--- src/rtl/core/sdip_pkg.sv ---
`default_nettype none

package sdip_pkg;

	// Parse phases: leading whitespace, digits (after a sign or the first digit), trailing.
	typedef enum logic [1:0] {
		PH_LEAD   = 2'd0,
		PH_DIGITS = 2'd1,
		PH_TRAIL  = 2'd2
	} phase_t;

	localparam logic [7:0] CH_NUL   = 8'h00;
	localparam logic [7:0] CH_TAB   = 8'h09;
	localparam logic [7:0] CH_LF    = 8'h0A;
	localparam logic [7:0] CH_VT    = 8'h0B;
	localparam logic [7:0] CH_FF    = 8'h0C;
	localparam logic [7:0] CH_CR    = 8'h0D;
	localparam logic [7:0] CH_SPACE = 8'h20;
	localparam logic [7:0] CH_PLUS  = 8'h2B;
	localparam logic [7:0] CH_MINUS = 8'h2D;
	localparam logic [7:0] CH_0     = 8'h30;
	localparam logic [7:0] CH_9     = 8'h39;

endpackage

`default_nettype wire

--- src/rtl/core/strict_decimal_int32_parser_core.sv ---
`default_nettype none

// Channel  Direction  tdata fields (lowest bit first)              Meaning
// s_*      in         char_code[7:0]                              one string byte, zero ends it
// m_*      out        value[VALUE_BITS-1:0], parse_error, zeros   one result per terminator
//
// Cycles: one input beat can be taken in every clock cycle unless a terminator waits in
// the input stage (see Stalls). A byte is captured in the input stage, and the parse
// state is updated from it as it leaves; a terminator also loads the result register.
// Reset: arst_n clears the parse state and both valid flags at once.
// Stalls: only a terminator waits in the input stage, and only while the result register
// still holds a result that has not been taken; every other byte passes regardless.

module strict_decimal_int32_parser_core #(
	parameter int VALUE_BITS = 32
) (
	input  wire logic                                    clk,
	input  wire logic                                    arst_n,
	input  wire logic                                    s_tvalid,
	output logic                                         s_tready,
	input  wire logic [7:0]                              s_tdata,  // char_code[7:0]
	output logic                                         m_tvalid,
	input  wire logic                                    m_tready,
	// value[VALUE_BITS-1:0], parse_error[VALUE_BITS], then zero fill to whole bytes
	output logic [((VALUE_BITS + 1 + 7) / 8) * 8 - 1:0] m_tdata
);

	localparam int OUT_W = ((VALUE_BITS + 1 + 7) / 8) * 8;
	localparam int WIDE_W = VALUE_BITS + 4;

	// Largest magnitude of a negative result, and of a positive one.
	localparam logic [VALUE_BITS-1:0] NEG_LIMIT = {1'b1, {(VALUE_BITS - 1){1'b0}}};
	localparam logic [VALUE_BITS-1:0] POS_LIMIT = {1'b0, {(VALUE_BITS - 1){1'b1}}};

	// Input stage.
	logic       valid_s1;
	logic [7:0] char_s1;

	// Parse state.
	sdip_pkg::phase_t        phase_q, phase_d;
	logic                    neg_q, neg_d;
	logic                    seen_q, seen_d;
	logic [VALUE_BITS-1:0]   mag_q, mag_d;
	logic                    ovf_q, ovf_d;

	// Result register.
	logic                    res_valid_q;
	logic [VALUE_BITS-1:0]   res_value_q;
	logic                    res_err_q;

	logic                    is_term;
	logic                    is_blank;
	logic                    is_digit;
	logic                    is_sign;
	logic                    s1_fire;
	logic                    res_load;
	logic [WIDE_W-1:0]       mag_next;
	logic                    digit_ovf;
	logic                    out_of_range;
	logic [VALUE_BITS-1:0]   res_value_d;
	logic                    res_err_d;

	// Byte classes.
	always_comb begin
		is_term  = (char_s1 == sdip_pkg::CH_NUL);
		is_blank = char_s1 inside {sdip_pkg::CH_TAB, sdip_pkg::CH_LF, sdip_pkg::CH_VT,
			sdip_pkg::CH_FF, sdip_pkg::CH_CR, sdip_pkg::CH_SPACE};
		is_digit = char_s1 inside {[sdip_pkg::CH_0:sdip_pkg::CH_9]};
		is_sign  = (char_s1 == sdip_pkg::CH_MINUS) || (char_s1 == sdip_pkg::CH_PLUS);
	end

	// A terminator needs a free result register; every other byte moves on at once.
	assign s1_fire  = valid_s1 && (!is_term || !res_valid_q || m_tready);
	assign res_load = s1_fire && is_term;
	assign s_tready = !valid_s1 || s1_fire;

	// magnitude * 10 + digit, as two shifted copies and the digit; the low nibble of an
	// ASCII digit is its value.
	assign mag_next = {1'b0, mag_q, 3'b000} + {3'b000, mag_q, 1'b0}
		+ {{(WIDE_W - 4){1'b0}}, char_s1[3:0]};
	assign digit_ovf = (mag_next > {4'b0000, NEG_LIMIT});

	// Next parse state.
	always_comb begin
		phase_d = phase_q;
		neg_d   = neg_q;
		seen_d  = seen_q;
		mag_d   = mag_q;
		ovf_d   = ovf_q;
		if (is_term) begin
			phase_d = sdip_pkg::PH_LEAD;
			neg_d   = 1'b0;
			seen_d  = 1'b0;
			mag_d   = '0;
			ovf_d   = 1'b0;
		end else begin
			case (phase_q)
				sdip_pkg::PH_LEAD: begin
					if (is_blank) begin
						phase_d = sdip_pkg::PH_LEAD;
					end else if (is_sign) begin
						neg_d   = (char_s1 == sdip_pkg::CH_MINUS);
						phase_d = sdip_pkg::PH_DIGITS;
					end else if (is_digit) begin
						phase_d = sdip_pkg::PH_DIGITS;
					end else begin
						phase_d = sdip_pkg::PH_TRAIL;
					end
				end
				sdip_pkg::PH_DIGITS: begin
					if (!is_digit) begin
						phase_d = sdip_pkg::PH_TRAIL;
					end
				end
				default: begin
					phase_d = sdip_pkg::PH_TRAIL;
				end
			endcase
			// Digits are taken only in the lead and digit phases.
			if (is_digit && phase_q != sdip_pkg::PH_TRAIL) begin
				seen_d = 1'b1;
				if (!ovf_q) begin
					if (digit_ovf) begin
						ovf_d = 1'b1;
						mag_d = NEG_LIMIT;
					end else begin
						mag_d = mag_next[VALUE_BITS-1:0];
					end
				end
			end
		end
	end

	// Result for a terminator, taken from the state before it.
	always_comb begin
		out_of_range = ovf_q || (neg_q ? (mag_q > NEG_LIMIT) : (mag_q > POS_LIMIT));
		res_err_d    = (phase_q == sdip_pkg::PH_TRAIL) || !seen_q || out_of_range;
		if (out_of_range) begin
			res_value_d = '0;
		end else if (neg_q) begin
			res_value_d = '0 - mag_q;
		end else begin
			res_value_d = mag_q;
		end
	end

	always_ff @(posedge clk or negedge arst_n) begin
		if (!arst_n) begin
			valid_s1 <= 1'b0;
		end else if (s_tready) begin
			valid_s1 <= s_tvalid;
		end
	end

	always_ff @(posedge clk) begin
		if (s_tready && s_tvalid) begin
			char_s1 <= s_tdata;
		end
	end

	always_ff @(posedge clk or negedge arst_n) begin
		if (!arst_n) begin
			phase_q <= sdip_pkg::PH_LEAD;
			neg_q   <= 1'b0;
			seen_q  <= 1'b0;
			mag_q   <= '0;
			ovf_q   <= 1'b0;
		end else if (s1_fire) begin
			phase_q <= phase_d;
			neg_q   <= neg_d;
			seen_q  <= seen_d;
			mag_q   <= mag_d;
			ovf_q   <= ovf_d;
		end
	end

	always_ff @(posedge clk or negedge arst_n) begin
		if (!arst_n) begin
			res_valid_q <= 1'b0;
		end else if (res_load) begin
			res_valid_q <= 1'b1;
		end else if (m_tready) begin
			res_valid_q <= 1'b0;
		end
	end

	always_ff @(posedge clk) begin
		if (res_load) begin
			res_value_q <= res_value_d;
			res_err_q   <= res_err_d;
		end
	end

	assign m_tvalid = res_valid_q;

	always_comb begin
		m_tdata                     = {OUT_W{1'b0}};
		m_tdata[VALUE_BITS-1:0]     = res_value_q;
		m_tdata[VALUE_BITS]         = res_err_q;
	end

endmodule

`default_nettype wire

--- config.mk ---
export PLATFORM = sky130hd
export DESIGN_NAME = strict_decimal_int32_parser_core
export DESIGN_NICKNAME = d
export VERILOG_FILES = /design/src/rtl/core/sdip_pkg.sv /design/src/rtl/core/strict_decimal_int32_parser_core.sv
export SDC_FILE = /design/constraint.sdc
export NUM_CORES = 1
export LEC_CHECK = 0
export BUFFER_PORTS_ARGS = -buffer_cell sky130_fd_sc_hd__buf_4
export CORE_MARGIN = 2
export CORE_UTILIZATION = 60
export CTS_CLUSTER_SIZE = 30
export DETAILED_ROUTE_END_ITERATION = 12
export GPL_ROUTABILITY_DRIVEN = 0
export PLACE_DENSITY = 0.8
export RECOVER_POWER = 100
export SLEW_MARGIN = 5
export SYNTH_ARGS = -nofsm -noshare
export SYNTH_HDL_FRONTEND = slang
export SYNTH_SLANG_ARGS = --single-unit
--- constraint.sdc ---
create_clock -name clk -period 4.19 [get_ports clk]
set_input_delay 1.0475 -clock clk [delete_from_list [all_inputs] [get_ports clk]]
set_output_delay 1.0475 -clock clk [all_outputs]
set_load 0.05 [all_outputs]
==> results_dict.tcl <==
set metrics [dict create \
    relSlewSlack_pct -49.9 \
    synth_cell_types 62 \
    die_y_um 106 \
    critPathLaunchType "register" \
    path_max_fanout 4 \
    hold_buffers 0 \
    via_per_inst 6.48 \
    clock_path_buffers 2 \
    switching_share_pct 26.8 \
    finalWorstSetupSlack_ps -223 \
    finClkSkew_ps 10.2 \
    core_area_um2 10200 \
    clk_pin_slew_ps 90 \
    fin_crit_ps 4410 \
    io_buffers 46 \
    synth_edf_count 41 \
    p_int_uw 1100 \
    io_pins 54 \
    yosysWarningCount 0 \
    fill_cells 778 \
    die_area_um2 11200 \
    synth_top_area_share_pct 19.7 \
    fp-row-count 37 \
    nNetsFinal 832 \
    die_w_um 106 \
    cp-end-kind "register" \
    grt_pass1_vias 5362 \
    cts_htree_levels 3 \
    finalCritPeriodShare_pct 105 \
    worstPathRequired_ps 4440 \
    overflow 0 \
    ys_ff_latch 80 \
    clock-sinks 80 \
    status "finished, violations left" \
    synth_area_leader_cell "edfxtp_1" \
    p_per_area_nw_per_um2 208 \
    synth_area_leaders "edfxtp_1 20%, dfrtp_1 16%, ha_1 13%, nand2_1 5.2%, xor2_1 5.1%" \
    post_drt_wl_per_cell_um 18.3 \
    vias 5798 \
    synth_cells 692 \
    finalHoldViolCount 0 \
    cts_buffers 9 \
    dp_hpwl_um 11400 \
    peakVddDrop_v 0.000162 \
    drt_drc_violations_left 0 \
    setup_viol 21 \
    hold_ws_ps 509 \
    wl_um 16400 \
    maxCapViolCount 2 \
    ys.flop_type "edfxtp_1" \
    grt_max_degree 40 \
    diodes 0 \
    detail_route.first_pass.iterations 6 \
    power_frac_seq_pct 56.0 \
    power_switching_uw 401 \
    drive_above_1_share_pct 14.9 \
    violations "max-capacitance violations, max-slew violations, negative setup slack" \
    holdCritPathClass "register to register" \
    max_freq_mhz 227 \
    finalSetupTns_ps -3080 \
    power_leakage_uw 0.00337 \
    clock_latency_ps 360 \
    pwr-share-comb_pct 9.4 \
    track_usage_pct 28.4 \
    layout_common_cells "86 x nand2_1, 68 x nor2_1, 58 x ha_1, 49 x o21ai_0, 41 x edfxtp_1" \
    pwr-share-clk_pct 34.6 \
    tightest_slew_ps 2250 \
    async_flop_share_pct 48.8 \
    synth.avg_cell_area_um2 9.01 \
    grt_pass1_wl_um 25400 \
    drv_slew 76 \
    synth_seq_area_share_pct 35.4 \
    cts_tree "built" \
    rsz0062_at_grt "yes" \
    initial_core_util_pct 61.2 \
    synthToLayoutAreaGrowth_pct 15.8 \
    synth_area_um2 6240 \
    cts_root_buf "clkbuf_8" \
    layout_commonest_cell "nand2_1" \
    crit_type "register to register" \
    ant_nets 0 \
    cp_data_arrival_time_ps 4670 \
    antenna_found_initial 0 \
    drt_iter0_drc 619 \
]
## cell usage after synthesis (3+ instances only)
cell and count:
and2_1 6, or3_4 3, xor2_1 36, o21bai_1 5, nand2b_1 6, or4_1 5, a21boi_0 5, a21oi_1 36
nor4_1 3, or3_1 17, o21ai_0 55, a21o_1 12, buf_4 8, a211oi_1 10, o211ai_1 5, o21a_1 9
xnor2_1 13, o211a_1 4, nand3b_1 3, nand3_1 12, a31oi_1 3, o41ai_1 22, clkbuf_1 20, nor2b_1 3
o31ai_1 12, nor3_1 10, inv_1 22, dfrtp_1 39, nand2_1 86, nor2_1 68, and3_1 5, nand4_1 5
edfxtp_1 41, ha_1 64
## path summary, 6_finish.rpt
path	start	depth (start not counted)	slack (ps)	endpoint
setup / recovery	char_s1[2]$_DFFE_PP_	12	-220	ovf_q$_DFFE_PN0P_
hold / removal	seen_q$_DFFE_PN0P_	2	510	seen_q$_DFFE_PN0P_
setup reg to reg	char_s1[2]$_DFFE_PP_	12	-220	ovf_q$_DFFE_PN0P_
hold reg to reg	seen_q$_DFFE_PN0P_	2	510	seen_q$_DFFE_PN0P_
max in group asynchronous	arst_n	1	1380	mag_q[12]$_DFFE_PN0P_
min in group asynchronous	arst_n	1	1340	mag_q[24]$_DFFE_PN0P_
## sequential cells by signal, indices dropped and copies added, names as in the netlist
signal       cells
char_s1          8
m_tvalid         1
mag_q           32
neg_q            1
ovf_q            1
phase_q          2
res_err_q        1
res_value_q     32
seen_q           1
valid_s1         1
## worst max-delay path: stages (launching register included)
cell and delay [ps]:
edfxtp_1 420, ha_1 340, ha_4 170, inv_1 60, fa_2 610, nor4b_1 480
nand3_1 220, nor4bb_4 340, nand4_1 150, or4_4 520, o41a_1 500, buf_4 170
a221o_1 310
## metrics by stage
stage	cells	instance area (um2)	setup slack [ps]	utilization [%]	power [uW]
3_3_place_gp	870	6790	97.1	66.7	968
5_1_grt	895	7220	-206	70.9	1550
4_1_cts	886	7010	-22.9	68.8	1490
6_report	895	7220	-223	70.9	1500
2_1_floorplan	698	6260	330	-	934
3_5_place_dp	870	6790	-130	66.7	974
## kinds of logic (layout without fill, tap and decap cells)
| group | after synthesis | count (layout) | share of synthesized area [%] |
|---|---|---|---|
| xor gates and xnor gates | 49 | 49 | 6.88 |
| and+or+nand+nor | 247 | 247 | 19.1 |
| other | 1 | 7 | 0.0601 |
| buffers and inverters | 52 | 113 | 3.61 |
| AOI/OAI and AO/OA | 195 | 195 | 21.1 |
| adders and majority gates | 66 | 66 | 13.5 |
| muxes | 2 | 2 | 0.321 |
| DFF | 80 | 80 | 35.4 |
## cell type report
type / count / area [um2] / share of cell area, %
clock buffer: 10 / 128 / 1.77
clock inverter: 6 / 43.8 / 0.606
inverter: 22 / 82.6 / 1.14
multi-input combinational: 566 / 4150 / 57.4
sequential: 80 / 2210 / 30.6
tap: 136 / 170 / 2.36
timing repair buffer: 75 / 439 / 6.08
## timing repair
item,in CTS,in global routing
setup buffers,0,9
cloned,0,0
setup endpoints to repair,30,32
pin swaps,1,15
gates resized for setup,7,57
## routing by layer
layer | GRT usage [%] | part of all wire (%) | up-vias | routed length, um
li1 | - | - | 2669 | -
met1 | 37.4 | 40 | 2740 | 6620
met2 | 46.7 | 47 | 311 | 7660
met3 | 4.78 | 9.1 | 78 | 1500
met4 | 11.7 | 3.6 | 0 | 597
met5 | 0 | 0 | - | 0
## power groups by stage
stage          registers, uW  logic (uW)  clock network, uW
3_3_place_gp             856         112                  0
2_1_floorplan            857        76.7                  0
6_report                 840         141                518
3_5_place_dp             856         118                  0
5_1_grt                  841         149                562
4_1_cts                  840         121                528
Power figures use the tool's default switching activity.
